--- src/rtl/core/two_key_priority_queue_unit_assert.svh ---
// Assertion macros for the two-key priority queue unit.
// Included by files that carry concurrent checks; expects i_clk and i_rst_n in scope.
`ifndef TWO_KEY_PRIORITY_QUEUE_UNIT_ASSERT_SVH
`define TWO_KEY_PRIORITY_QUEUE_UNIT_ASSERT_SVH
`ifndef SYNTHESIS
`define TKPQ_ASSERT_SAME(label, pre, post) \
    label: assert property (@(posedge i_clk) disable iff (!i_rst_n) (pre) |-> (post)) \
        else $error("tkpq check failed");
`define TKPQ_ASSERT_NEXT(label, pre, post) \
    label: assert property (@(posedge i_clk) disable iff (!i_rst_n) (pre) |=> (post)) \
        else $error("tkpq check failed");
`else
`define TKPQ_ASSERT_SAME(label, pre, post)
`define TKPQ_ASSERT_NEXT(label, pre, post)
`endif
`endif

--- src/rtl/core/tkpq_pkg.sv ---
// Shared types, codes and the key compare for the two-key priority queue.
// No dependencies.
package tkpq_pkg;

    localparam int TAG_W   = 32;
    localparam int SCORE_W = 7;
    localparam int OCC_W   = 5;

    localparam logic OP_ENQ = 1'b0;
    localparam logic OP_DEQ = 1'b1;

    typedef struct packed {
        logic [TAG_W-1:0]   tag;
        logic [SCORE_W-1:0] prim;
        logic [SCORE_W-1:0] sec;
    } t_entry;

    typedef struct packed {
        logic enq;
        logic deq;
    } t_cell_ctrl;

    typedef struct packed {
        logic               item_valid;
        logic [TAG_W-1:0]   item_tag;
        logic [SCORE_W-1:0] item_primary;
        logic [SCORE_W-1:0] item_secondary;
        logic               refused;
        logic               now_empty;
        logic               now_full;
        logic [OCC_W-1:0]   occupancy;
    } t_result;

    // stored entry ranks strictly below the key pair (p, q)
    function automatic logic ranks_below(t_entry s, logic [SCORE_W-1:0] p,
                                         logic [SCORE_W-1:0] q);
        return {s.prim, s.sec} < {p, q};
    endfunction

endpackage

--- src/rtl/core/tkpq_in_if.sv ---
// Command channel of the two-key priority queue: valid/ready plus command fields.
// Depends on tkpq_pkg for field widths.
interface tkpq_in_if;
    logic                              valid;
    logic                              ready;
    logic                              operation;
    logic [tkpq_pkg::TAG_W-1:0]        entry_tag;
    logic [tkpq_pkg::SCORE_W-1:0]      primary_score;
    logic [tkpq_pkg::SCORE_W-1:0]      secondary_score;

    modport source (output valid, operation, entry_tag, primary_score, secondary_score,
                    input ready);
    modport sink   (input valid, operation, entry_tag, primary_score, secondary_score,
                    output ready);
endinterface

--- src/rtl/core/tkpq_out_if.sv ---
// Result channel of the two-key priority queue: valid/ready plus result fields.
// Depends on tkpq_pkg for field widths.
interface tkpq_out_if;
    logic                              valid;
    logic                              ready;
    logic                              item_valid;
    logic [tkpq_pkg::TAG_W-1:0]        item_tag;
    logic [tkpq_pkg::SCORE_W-1:0]      item_primary;
    logic [tkpq_pkg::SCORE_W-1:0]      item_secondary;
    logic                              refused;
    logic                              now_empty;
    logic                              now_full;
    logic [tkpq_pkg::OCC_W-1:0]        occupancy;

    modport source (output valid, item_valid, item_tag, item_primary, item_secondary,
                    refused, now_empty, now_full, occupancy, input ready);
    modport sink   (input valid, item_valid, item_tag, item_primary, item_secondary,
                    refused, now_empty, now_full, occupancy, output ready);
endinterface

--- src/rtl/core/tkpq_cell.sv ---
// One slot of the sorted chain: holds an entry, compares it with the new key
// and shifts with its neighbours. Depends on tkpq_pkg.
module tkpq_cell #(
    parameter int IDX   = 0,
    parameter int CNT_W = 5
) (
    input  logic                 i_clk,
    input  tkpq_pkg::t_cell_ctrl i_ctrl,
    input  tkpq_pkg::t_entry     i_new,
    input  logic [CNT_W-1:0]     i_count,
    input  logic                 i_left_ins,
    input  tkpq_pkg::t_entry     i_left_entry,
    input  tkpq_pkg::t_entry     i_right_entry,
    output logic                 o_ins,
    output tkpq_pkg::t_entry     o_entry
);

    tkpq_pkg::t_entry r_entry;
    tkpq_pkg::t_entry n_entry;
    logic             occupied;

    assign occupied = i_count > CNT_W'(IDX);
    // empty slots count as below, so the flag is a thermometer along the chain
    assign o_ins    = !occupied || tkpq_pkg::ranks_below(r_entry, i_new.prim, i_new.sec);
    assign o_entry  = r_entry;

    always_comb begin
        n_entry = r_entry;
        if (i_ctrl.enq && o_ins) begin
            n_entry = i_left_ins ? i_left_entry : i_new;
        end else if (i_ctrl.deq) begin
            n_entry = i_right_entry;
        end
    end

    always_ff @(posedge i_clk) begin
        r_entry <= n_entry;
    end

endmodule

--- src/rtl/core/two_key_priority_queue_unit.sv ---
// Two-key priority queue: a chain of sorted cells, highest (primary, secondary) first.
// Depends on tkpq_pkg, tkpq_in_if, tkpq_out_if, tkpq_cell and the assert header.
//
// Usage: i_cmd carries one command per transaction, enqueue (tag and two scores)
// or dequeue. o_res returns exactly one result transaction per command: the
// removed head on a dequeue, a refusal flag for an enqueue into a full queue,
// and empty/full/occupancy after the step. Equal keys leave in arrival order.
// The result is registered and shows in the cycle after the command is
// taken. Throughput: one command per cycle unless a stall holds i_cmd.ready low;
// every cell compares the new key with its own entry and shifts to its neighbour
// in the same cycle, so the chain length does not set the rate.
// Reset: synchronous, active low; the queue is empty and no result is pending.
// Entry storage needs no clearing, the fill count marks which cells hold data.
// Stall: while a result waits and o_res.ready is low, i_cmd.ready is low and
// the queue holds its contents; the result is kept until taken.
`include "two_key_priority_queue_unit_assert.svh"
module two_key_priority_queue_unit #(
    parameter int QUEUE_DEPTH = 16
) (
    input  logic              i_clk,
    input  logic              i_rst_n,
    tkpq_in_if.sink           i_cmd,
    tkpq_out_if.source        o_res
);

    localparam int CNT_W = $clog2(QUEUE_DEPTH + 1);

    logic [CNT_W-1:0]     r_count;
    logic [CNT_W-1:0]     n_count;
    logic                 r_out_valid;
    tkpq_pkg::t_result    r_res;
    tkpq_pkg::t_result    n_res;
    tkpq_pkg::t_cell_ctrl ctrl;
    tkpq_pkg::t_entry     new_entry;
    tkpq_pkg::t_entry     cell_entry [QUEUE_DEPTH];
    logic                 cell_ins   [QUEUE_DEPTH];
    logic                 cmd_fire;
    logic                 is_full;
    logic                 is_empty;

    assign i_cmd.ready = !r_out_valid || o_res.ready;
    assign cmd_fire    = i_cmd.valid && i_cmd.ready;
    assign is_full     = r_count == CNT_W'(QUEUE_DEPTH);
    assign is_empty    = r_count == '0;

    assign new_entry.tag  = i_cmd.entry_tag;
    assign new_entry.prim = i_cmd.primary_score;
    assign new_entry.sec  = i_cmd.secondary_score;

    assign ctrl.enq = cmd_fire && (i_cmd.operation == tkpq_pkg::OP_ENQ) && !is_full;
    assign ctrl.deq = cmd_fire && (i_cmd.operation == tkpq_pkg::OP_DEQ) && !is_empty;

    genvar gi;
    generate
        for (gi = 0; gi < QUEUE_DEPTH; gi++) begin : g_cell
            logic             left_ins;
            tkpq_pkg::t_entry left_entry;
            tkpq_pkg::t_entry right_entry;
            if (gi == 0) begin : g_head
                assign left_ins   = 1'b0;
                assign left_entry = '0;
            end else begin : g_mid
                assign left_ins   = cell_ins[gi-1];
                assign left_entry = cell_entry[gi-1];
            end
            if (gi == QUEUE_DEPTH - 1) begin : g_tail
                assign right_entry = '0;
            end else begin : g_body
                assign right_entry = cell_entry[gi+1];
            end
            tkpq_cell #(
                .IDX   (gi),
                .CNT_W (CNT_W)
            ) u_cell (
                .i_clk         (i_clk),
                .i_ctrl        (ctrl),
                .i_new         (new_entry),
                .i_count       (r_count),
                .i_left_ins    (left_ins),
                .i_left_entry  (left_entry),
                .i_right_entry (right_entry),
                .o_ins         (cell_ins[gi]),
                .o_entry       (cell_entry[gi])
            );
        end
    endgenerate

    always_comb begin
        n_count = r_count;
        if (ctrl.enq) begin
            n_count = r_count + CNT_W'(1);
        end else if (ctrl.deq) begin
            n_count = r_count - CNT_W'(1);
        end
        n_res                = '0;
        n_res.item_valid     = ctrl.deq;
        if (ctrl.deq) begin
            n_res.item_tag       = cell_entry[0].tag;
            n_res.item_primary   = cell_entry[0].prim;
            n_res.item_secondary = cell_entry[0].sec;
        end
        n_res.refused   = (i_cmd.operation == tkpq_pkg::OP_ENQ) && is_full;
        n_res.now_empty = n_count == '0;
        n_res.now_full  = n_count == CNT_W'(QUEUE_DEPTH);
        n_res.occupancy = tkpq_pkg::OCC_W'(n_count);
    end

    always_ff @(posedge i_clk) begin
        if (!i_rst_n) begin
            r_count     <= '0;
            r_out_valid <= 1'b0;
        end else begin
            r_count <= n_count;
            if (cmd_fire) begin
                r_out_valid <= 1'b1;
            end else if (o_res.ready) begin
                r_out_valid <= 1'b0;
            end
        end
    end

    always_ff @(posedge i_clk) begin
        if (cmd_fire) begin
            r_res <= n_res;
        end
    end

    assign o_res.valid          = r_out_valid;
    assign o_res.item_valid     = r_res.item_valid;
    assign o_res.item_tag       = r_res.item_tag;
    assign o_res.item_primary   = r_res.item_primary;
    assign o_res.item_secondary = r_res.item_secondary;
    assign o_res.refused        = r_res.refused;
    assign o_res.now_empty      = r_res.now_empty;
    assign o_res.now_full       = r_res.now_full;
    assign o_res.occupancy      = r_res.occupancy;

    `TKPQ_ASSERT_SAME(a_count_bound, 1'b1, r_count <= CNT_W'(QUEUE_DEPTH))
    `TKPQ_ASSERT_NEXT(a_enq_grows, ctrl.enq, r_count == $past(r_count) + CNT_W'(1))
    `TKPQ_ASSERT_SAME(a_refuse_full, r_out_valid && r_res.refused, r_res.now_full)
    `TKPQ_ASSERT_NEXT(a_stall_holds, r_out_valid && !o_res.ready, r_count == $past(r_count))

endmodule

--- src/flat_wrapper.sv ---
// flat-port wrapper written by rule: the top's interface ports become plain ports
module two_key_priority_queue_unit_flat 
#(
    parameter int QUEUE_DEPTH = 16
)
  (i_clk, i_rst_n, i_cmd_valid, i_cmd_operation, i_cmd_entry_tag, i_cmd_primary_score, i_cmd_secondary_score, i_cmd_ready, o_res_valid, o_res_item_valid, o_res_item_tag, o_res_item_primary, o_res_item_secondary, o_res_refused, o_res_now_empty, o_res_now_full, o_res_occupancy, o_res_ready);
  tkpq_in_if i_cmd_i ();
  tkpq_out_if o_res_i ();
  input  logic i_clk;
  input  logic i_rst_n;
  input wire logic [$bits(i_cmd_i.valid)-1:0] i_cmd_valid;
  input wire logic [$bits(i_cmd_i.operation)-1:0] i_cmd_operation;
  input wire logic [$bits(i_cmd_i.entry_tag)-1:0] i_cmd_entry_tag;
  input wire logic [$bits(i_cmd_i.primary_score)-1:0] i_cmd_primary_score;
  input wire logic [$bits(i_cmd_i.secondary_score)-1:0] i_cmd_secondary_score;
  output wire logic [$bits(i_cmd_i.ready)-1:0] i_cmd_ready;
  output wire logic [$bits(o_res_i.valid)-1:0] o_res_valid;
  output wire logic [$bits(o_res_i.item_valid)-1:0] o_res_item_valid;
  output wire logic [$bits(o_res_i.item_tag)-1:0] o_res_item_tag;
  output wire logic [$bits(o_res_i.item_primary)-1:0] o_res_item_primary;
  output wire logic [$bits(o_res_i.item_secondary)-1:0] o_res_item_secondary;
  output wire logic [$bits(o_res_i.refused)-1:0] o_res_refused;
  output wire logic [$bits(o_res_i.now_empty)-1:0] o_res_now_empty;
  output wire logic [$bits(o_res_i.now_full)-1:0] o_res_now_full;
  output wire logic [$bits(o_res_i.occupancy)-1:0] o_res_occupancy;
  input wire logic [$bits(o_res_i.ready)-1:0] o_res_ready;
  assign i_cmd_i.valid = i_cmd_valid;
  assign i_cmd_i.operation = i_cmd_operation;
  assign i_cmd_i.entry_tag = i_cmd_entry_tag;
  assign i_cmd_i.primary_score = i_cmd_primary_score;
  assign i_cmd_i.secondary_score = i_cmd_secondary_score;
  assign i_cmd_ready = i_cmd_i.ready;
  assign o_res_valid = o_res_i.valid;
  assign o_res_item_valid = o_res_i.item_valid;
  assign o_res_item_tag = o_res_i.item_tag;
  assign o_res_item_primary = o_res_i.item_primary;
  assign o_res_item_secondary = o_res_i.item_secondary;
  assign o_res_refused = o_res_i.refused;
  assign o_res_now_empty = o_res_i.now_empty;
  assign o_res_now_full = o_res_i.now_full;
  assign o_res_occupancy = o_res_i.occupancy;
  assign o_res_i.ready = o_res_ready;
  two_key_priority_queue_unit #(.QUEUE_DEPTH(QUEUE_DEPTH)) u_core (.i_clk(i_clk), .i_rst_n(i_rst_n), .i_cmd(i_cmd_i), .o_res(o_res_i));
endmodule
--- config.mk ---
export PLATFORM = sky130hd
export DESIGN_NAME = two_key_priority_queue_unit_flat
export DESIGN_NICKNAME = d
export VERILOG_FILES = /design/src/rtl/core/tkpq_pkg.sv /design/src/rtl/core/tkpq_in_if.sv /design/src/rtl/core/tkpq_out_if.sv /design/src/rtl/core/tkpq_cell.sv /design/src/rtl/core/two_key_priority_queue_unit.sv /design/src/flat_wrapper.sv
export VERILOG_INCLUDE_DIRS = /design/src /design/src/rtl/core
export SDC_FILE = /design/constraint.sdc
export NUM_CORES = 2
export LEC_CHECK = 0
export BUFFER_PORTS_ARGS = -buffer_cell sky130_fd_sc_hd__buf_2
export CAP_MARGIN = 10
export CORE_MARGIN = 2
export CORE_UTILIZATION = 50
export DETAILED_ROUTE_END_ITERATION = 16
export HOLD_SLACK_MARGIN = 0.12
export PLACE_DENSITY = 0.66
export SKIP_CTS_REPAIR_TIMING = 1
export SLEW_MARGIN = 15
export SYNTH_ARGS = -nofsm -noshare
export SYNTH_HDL_FRONTEND = slang
export SYNTH_SLANG_ARGS = --single-unit
--- constraint.sdc ---
create_clock -name i_clk -period 14.18 [get_ports i_clk]
set_clock_uncertainty 0.15 [all_clocks]
set_input_delay 3.545 -clock i_clk [delete_from_list [all_inputs] [get_ports i_clk]]
set_output_delay 3.545 -clock i_clk [all_outputs]
set_load 0.05 [all_outputs]
# ---- After elaboration in Yosys (flattened, before gate mapping)
# Cells that the tools add are included.
dict set report word_totals {
  regBits 797
  latchBits 0
  ramBits 0
  mem_bits_ro 0
  output_inout_bits 57
  memories 0
}
dict set report op_classes {
  add_sub_neg 2
  mul 0
  div_mod_pow 0
  magnitude_cmp 32
  eq_ne 2
  n_shift 0
  mux 51
  bitwise 1
  reduce_logical 77
}
# operator n
set op_table {}
lappend op_table {{$mux 46} 47}
lappend op_table {{$lt 14x14->1} 16}
lappend op_table {{$gt 5x4->1 const B} 8}
lappend op_table {{$reduce_bool 2->1} 17}
lappend op_table {{$logic_and 1x1->1} 22}
lappend op_table {{$gt 5x3->1 const B} 4}
lappend op_table {{$logic_not 1->1} 19}
lappend op_table {{$logic_or 1x1->1} 17}
lappend op_table {{$eq 5x5->1 const B} 2}
lappend op_table {{$gt 5x1->1 const B} 2}
lappend op_table {{$gt 5x2->1 const B} 2}
lappend op_table {{$logic_not 5->1} 2}
lappend op_table {{$mux 5} 2}
lappend op_table {{$add 5x1->5 const B} 1}
lappend op_table {{$sub 5x1->5 const B} 1}
lappend op_table {{$mux 1} 2}
lappend op_table {{$not 1->1} 1}

# ---- Logic depth before layout (Yosys ltp)
dict set report logic_depth {
  ltp_word 8
  ltp_mapped 12
  depth_no_buf 9
}

# ---- Cells and area by module
# From an unflattened synthesis, not the netlist that was laid out.
dict set report hier_totals {
  cells_unflattened 3583
  area_unflattened_um2 49725.2
}
# module instances cells_each area_per_inst_um2 seq_area_each_um2
set modules_own_cells {}
lappend modules_own_cells {{tkpq_cell at u_core.g_cell[11].u_cell ...} 2 214 3027.9 1381.3}
lappend modules_own_cells {{tkpq_cell at u_core.g_cell[1].u_cell ...} 2 213 2924.1 1381.3}
lappend modules_own_cells {{tkpq_cell at u_core.g_cell[14].u_cell ...} 2 212 2922.8 1381.3}
lappend modules_own_cells {{tkpq_cell at u_core.g_cell[5].u_cell} 1 214 3030.4 1381.3}
lappend modules_own_cells {{tkpq_cell at u_core.g_cell[7].u_cell} 1 215 3009.1 1381.3}
lappend modules_own_cells {{tkpq_cell at u_core.g_cell[0].u_cell} 1 214 2969.1 1381.3}
lappend modules_own_cells {{tkpq_cell at u_core.g_cell[8].u_cell} 1 214 2932.8 1381.3}
lappend modules_own_cells {{tkpq_cell at u_core.g_cell[10].u_cell} 1 213 2927.8 1381.3}
lappend modules_own_cells {{tkpq_cell at u_core.g_cell[12].u_cell} 1 213 2926.6 1381.3}
lappend modules_own_cells {{tkpq_cell at u_core.g_cell[4].u_cell} 1 214 2925.3 1381.3}
lappend modules_own_cells {{tkpq_cell at u_core.g_cell[2].u_cell} 1 212 2924.1 1381.3}
lappend modules_own_cells {{tkpq_cell at u_core.g_cell[13].u_cell} 1 212 2921.6 1381.3}
lappend modules_own_cells {{tkpq_cell at u_core.g_cell[15].u_cell} 1 211 2912.8 1381.3}
lappend modules_own_cells {two_key_priority_queue_unit 1 173 2496.1 1771.7}

# ---- Worst setup path before layout
# OpenSTA, ideal clock, no wires.
dict set report synth_timing {
  path_kind {input-to-reg}
  from {input port o_res_ready}
  to {register u_core.g_cell[13].u_cell.r_entry, in the netlist u_core.g_cell[13].u_cell.o_entry[0], enable pin}
  arrival_ps 9841
  required_time_ps 13517
  slack_ps 3676
  cell_stages 6
  cell_sequence {nand2b_1 > and2_1 > clkbuf_1 > nand2_1 > clkbuf_1 > o21ai_0}
}
dict set report synth_between {
  elab_chain_cells 6
  elab_cells_between_ends 8
}
# item line
set synth_lines {}
lappend synth_lines {{start: declaration} flat_wrapper.sv:26} ;# input wire logic [$bits(o_res_i.ready)-1:0] o_res_ready;
lappend synth_lines {{$logic_or 1x1->1 *} two_key_priority_queue_unit.sv:41} ;# assign i_cmd.ready = !r_out_valid || o_res.ready;
lappend synth_lines {{$logic_and 1x1->1 *} two_key_priority_queue_unit.sv:42} ;# assign cmd_fire = i_cmd.valid && i_cmd.ready;
lappend synth_lines {{net u_core.cmd_fire} two_key_priority_queue_unit.sv:37} ;# logic cmd_fire;
lappend synth_lines {{$logic_and 1x1->1 (2 in a row)} two_key_priority_queue_unit.sv:50} ;# assign ctrl.enq = cmd_fire && (i_cmd.operation == tkpq_pkg::OP_ENQ) && !is_full;
lappend synth_lines {{$logic_and 1x1->1} tkpq_cell.sv:29} ;# if (i_ctrl.enq && o_ins) begin
lappend synth_lines {{$reduce_bool 2->1 (no line) *} -}
lappend synth_lines {{end signal: assignment} tkpq_cell.sv:37} ;# r_entry <= n_entry;
lappend synth_lines {{end: declaration} tkpq_cell.sv:18} ;# tkpq_pkg::t_entry r_entry;
# The timed path passes the listed nets; every way through them passes the cells marked *.
# A chain may end at the register's enable or synchronous reset.

# ---- Worst setup path in the final report
dict set report layout_timing {
  from {input port o_res_ready}
  to {output port i_cmd_ready}
}
dict set report layout_between {
  elab_chain_cells 1
}
# item line
set layout_lines {}
lappend layout_lines {{$logic_or 1x1->1} two_key_priority_queue_unit.sv:41}
lappend layout_lines {{end: declaration} flat_wrapper.sv:16} ;# output wire logic [$bits(i_cmd_i.ready)-1:0] i_cmd_ready;
# Every way passes these cells.

==> impl_results.md <==
* Status: finished clean
* Crit Path Class: input pin to output port
* Yosys cell types at between 60 and 70
* Crit path DAT at 4.01 ns
* DR WL/cell at between 20 and 25 um
* CP Launch Type: input pin
* Yosys top cell area share at a little over half
* Maximum number of pins on one net before global-route repair at between 90 and 100
* TritonCTS Buffers at 90
* Worst Setup End Kind: output port
* Final min period at between 7 and 8 ns
* Synth Instances at between 4,000 and 5,000
* Fmax at around 0.13 GHz
* Finished Layout Cells at between 5,000 and 6,000
* Unrepaired setup endpoints after global routing: no
* Hold path endpoint: u_core.o_res.valid
* Clock power share at a little under a third
* Die height at between 300 and 400 um
* Multi-input logic area at roughly 19,000 sq um
* YS warnings at 0
* Synth area leaders: edfxtp_1 54%, nand2_1 8.3%, mux2i_1 8.1%
* Reg-to-reg startpoint: u_core.r_count[0]
* Max Buffers Root-to-Sink at 3
* Max-Cap Viols at 0
* Setup violations, final at 0
* Mean post-synth cell area at about 10 sq um
* DP Wirelength at around 81 mm
* Sequential share of power at roughly 46%
* H-Tree Depth at 3
* # DRC at 0
* Vias post-DR at 33,383
* Vias in the first global route at between 30,000 and 40,000
* Total track usage at between 20% and 30%
* Core Util, Final at a little under three fifths
* DIE AREA at ~90,000 sq um
* CP max FO at 3
* Initial antenna violation count at 3
* Peak supply drop at ~0.097 mV
* Fin nets at between 4,000 and 5,000
* Ys async rst share at 0%
* #FFs+latches synth at 797
* Chip width at 300 um
* Worst reg-to-reg path cell count at 8
* Initial DRC Count at roughly 3,900
* Hold Crit Depth at 2
* Area leader, netlist: edfxtp_1
* Number of failing hold endpoints at the final stage at 0
* P per Cell Area at around 150 nW/um^2
* Worst R2R Setup Slack at between 9 and 10 ns
* Core Region at a little under 90,000 sq um
* Skew-Pair Late Insertion Delay at 0.68 ns
* Reg clk slew, reported paths at 0.05 ns
* Syn Nets at ~4,500
* Total grt overflow at 0
* Worst setup margin at around 6.5 ns
* Clock sink count at between 700 and 800
* Switch Pwr at about 0.0024 W
* Starting Density at between 50 and 60%
* Leak at approximately 18 nW
* Crit share post-route at 54.3%
* Sequential cell area at around 24,000 sq um
* Via/cell ratio at about 6.2
* Gate power share at between 20 and 25%
* HP Class: register to register
* Root Buffer: clkbuf_16
* Worst-margin pin slew at around 1.1 ns
* Port bufs at 107
* Filler instances at around 7,600
* IO Pins at around 110
* Drt total wl at between 100 and 150 mm
* TritonCTS clock tree: built
* Netlist Area Pre-Place at roughly 44,000 sq um
* Placed Instances at ~5,200
* Std-Cell Rows at around 110
* Seq/Total Area, Yosys at between 50% and 60%
* Final RePlAce weighted congestion at 0.964
* Drt pass-1 iters at 6
* Sw Share at roughly 32%
* DRT antenna net count at 0
* First-pass GRT wire length at about 200 mm
* Worst R2R End: u_core.g_cell[5].u_cell.o_entry[38]
* Slew Viols, Final at 0
* Layout cells sized above 1 at 9.00%
* Ys flop type: edfxtp_1
* P&R area growth vs syn at 9.25%
* Dpl ws at 6.02 ns
* Internal cell power at slightly below 0.005 W
* Worst path required time at around 10 ns
* Hold Path Origin: u_core.o_res.valid
* EDFF count, synth at around 800
* Setup TNS at 0 ns
* Worst rel slew slack at 25.5%
area by class of cell:
class                           count  area share (%)
Antenna cell                        1         0.00523
Multi-Input combinational cell   3099            38.7
Tap cell                         1155            3.02
Inverter                           22           0.173
Sequential cell                   797            49.9
Timing Repair Buffer              176            2.24
Clock buffer                      104            4.84
Clock inverter                     58            1.15
critical path, stage by stage:
cell	delay [ns]
buf_2	0.09
nand2b_1	0.15
buf_2	0.22
metrics by stage:
| stage | hold slack (ns) | power (W) | area (sq um) |
|---|---|---|---|
| after CTS | 0.390 | 0.00731 | 47900 |
| after detailed placement | 0.379 | 0.00499 | 45000 |
| final | 0.380 | 0.00731 | 47900 |
| after global placement | 0.362 | 0.00494 | 45000 |
| after global routing | 0.428 | 0.00761 | 47900 |
| after floorplan | 0.370 | 0.00442 | 43800 |
cell families after synthesis:
kind of cell             synth area share, %
AO/OA/AOI/OAI                           12.3
XOR/XNOR                              0.0800
buffers and inverters                   3.97
adder cells (fa/ha/maj)                 6.08
AND/OR/NAND/NOR                         14.2
multiplexers                            8.98
flip-flops                              54.5
per-layer routing:
metal	wire, um	track usage [%]	up-vias	part of all wire, %
met3	12000	5.46	295	8.9
met5	0	0	-	0
met4	5420	11.7	0	4.0
met1	57800	41.1	16284	43
li1	-	-	15204	-
met2	59000	45.0	1600	44
registers in the layout, summed over array words and instances, names as in the netlist:
register / count
u_core.o_res.valid: 1
u_core.o_res.item_tag: 32
u_core.r_count: 5
u_core.o_res.now_empty: 1
u_core.g_cell.u_cell.o_entry: 736
u_core.o_res.now_full: 1
u_core.o_res.refused: 1
u_core.o_res.item_secondary: 7
u_core.o_res.item_valid: 1
u_core.o_res.item_primary: 7
u_core.o_res.occupancy: 5
power groups by stage:
stage	sequential (W)	combinational (W)	clock [W]
after floorplan	0.00334	0.00108	0
after global placement	0.00337	0.00157	0
after detailed placement	0.00337	0.00162	0
after CTS	0.00333	0.00163	0.00236
after global routing	0.00337	0.00180	0.00244
final	0.00334	0.00165	0.00233
synthesized netlist by cell type (16+ instances only):
cell type / instances
mux2i_1: 356
o21ai_1: 149
a21oi_1: 236
nand4_1: 31
mux2_1: 16
buf_2: 122
ha_1: 213
nor2_1: 419
nand3_1: 25
nand2_1: 963
and2_1: 56
nand2b_1: 21
a21o_1: 18
o21ai_0: 196
edfxtp_1: 791
inv_1: 21
buf_4: 29
a31oi_1: 278
clkbuf_1: 139
mux2_2: 17
cell usage in the layout, fill, tap and decap left out, drive strengths merged, types with 7 or more instances in the layout:
cell type / instances
bufinv: 8
a211o: 9
edfxtp: 791
or2: 9
mux2: 33
ha: 213
nor2: 421
and2: 56
nand2: 964
clkbuf: 104
inv: 28
a31oi: 279
nand4: 31
nor3: 10
nand3: 25
o21a: 14
nand2b: 21
a21oi: 237
a21boi: 7
a21o: 18
mux2i: 356
o21ai: 345
buf: 176
a211oi: 15
clkinv: 43
how the worst max path moves through the flow:
stage                                   startpoint                             endpoint
final                                  o_res_ready                          i_cmd_ready
after CTS                              o_res_ready                          i_cmd_ready
after global routing                   o_res_ready                          i_cmd_ready
after global placement    i_cmd_secondary_score[3]  u_core.g_cell[7].u_cell.o_entry[33]
after floorplan                        o_res_ready  u_core.g_cell[13].u_cell.o_entry[0]
after detailed placement  i_cmd_secondary_score[3]  u_core.g_cell[7].u_cell.o_entry[25]
No activity file was read; power rests on OpenSTA's default activity.
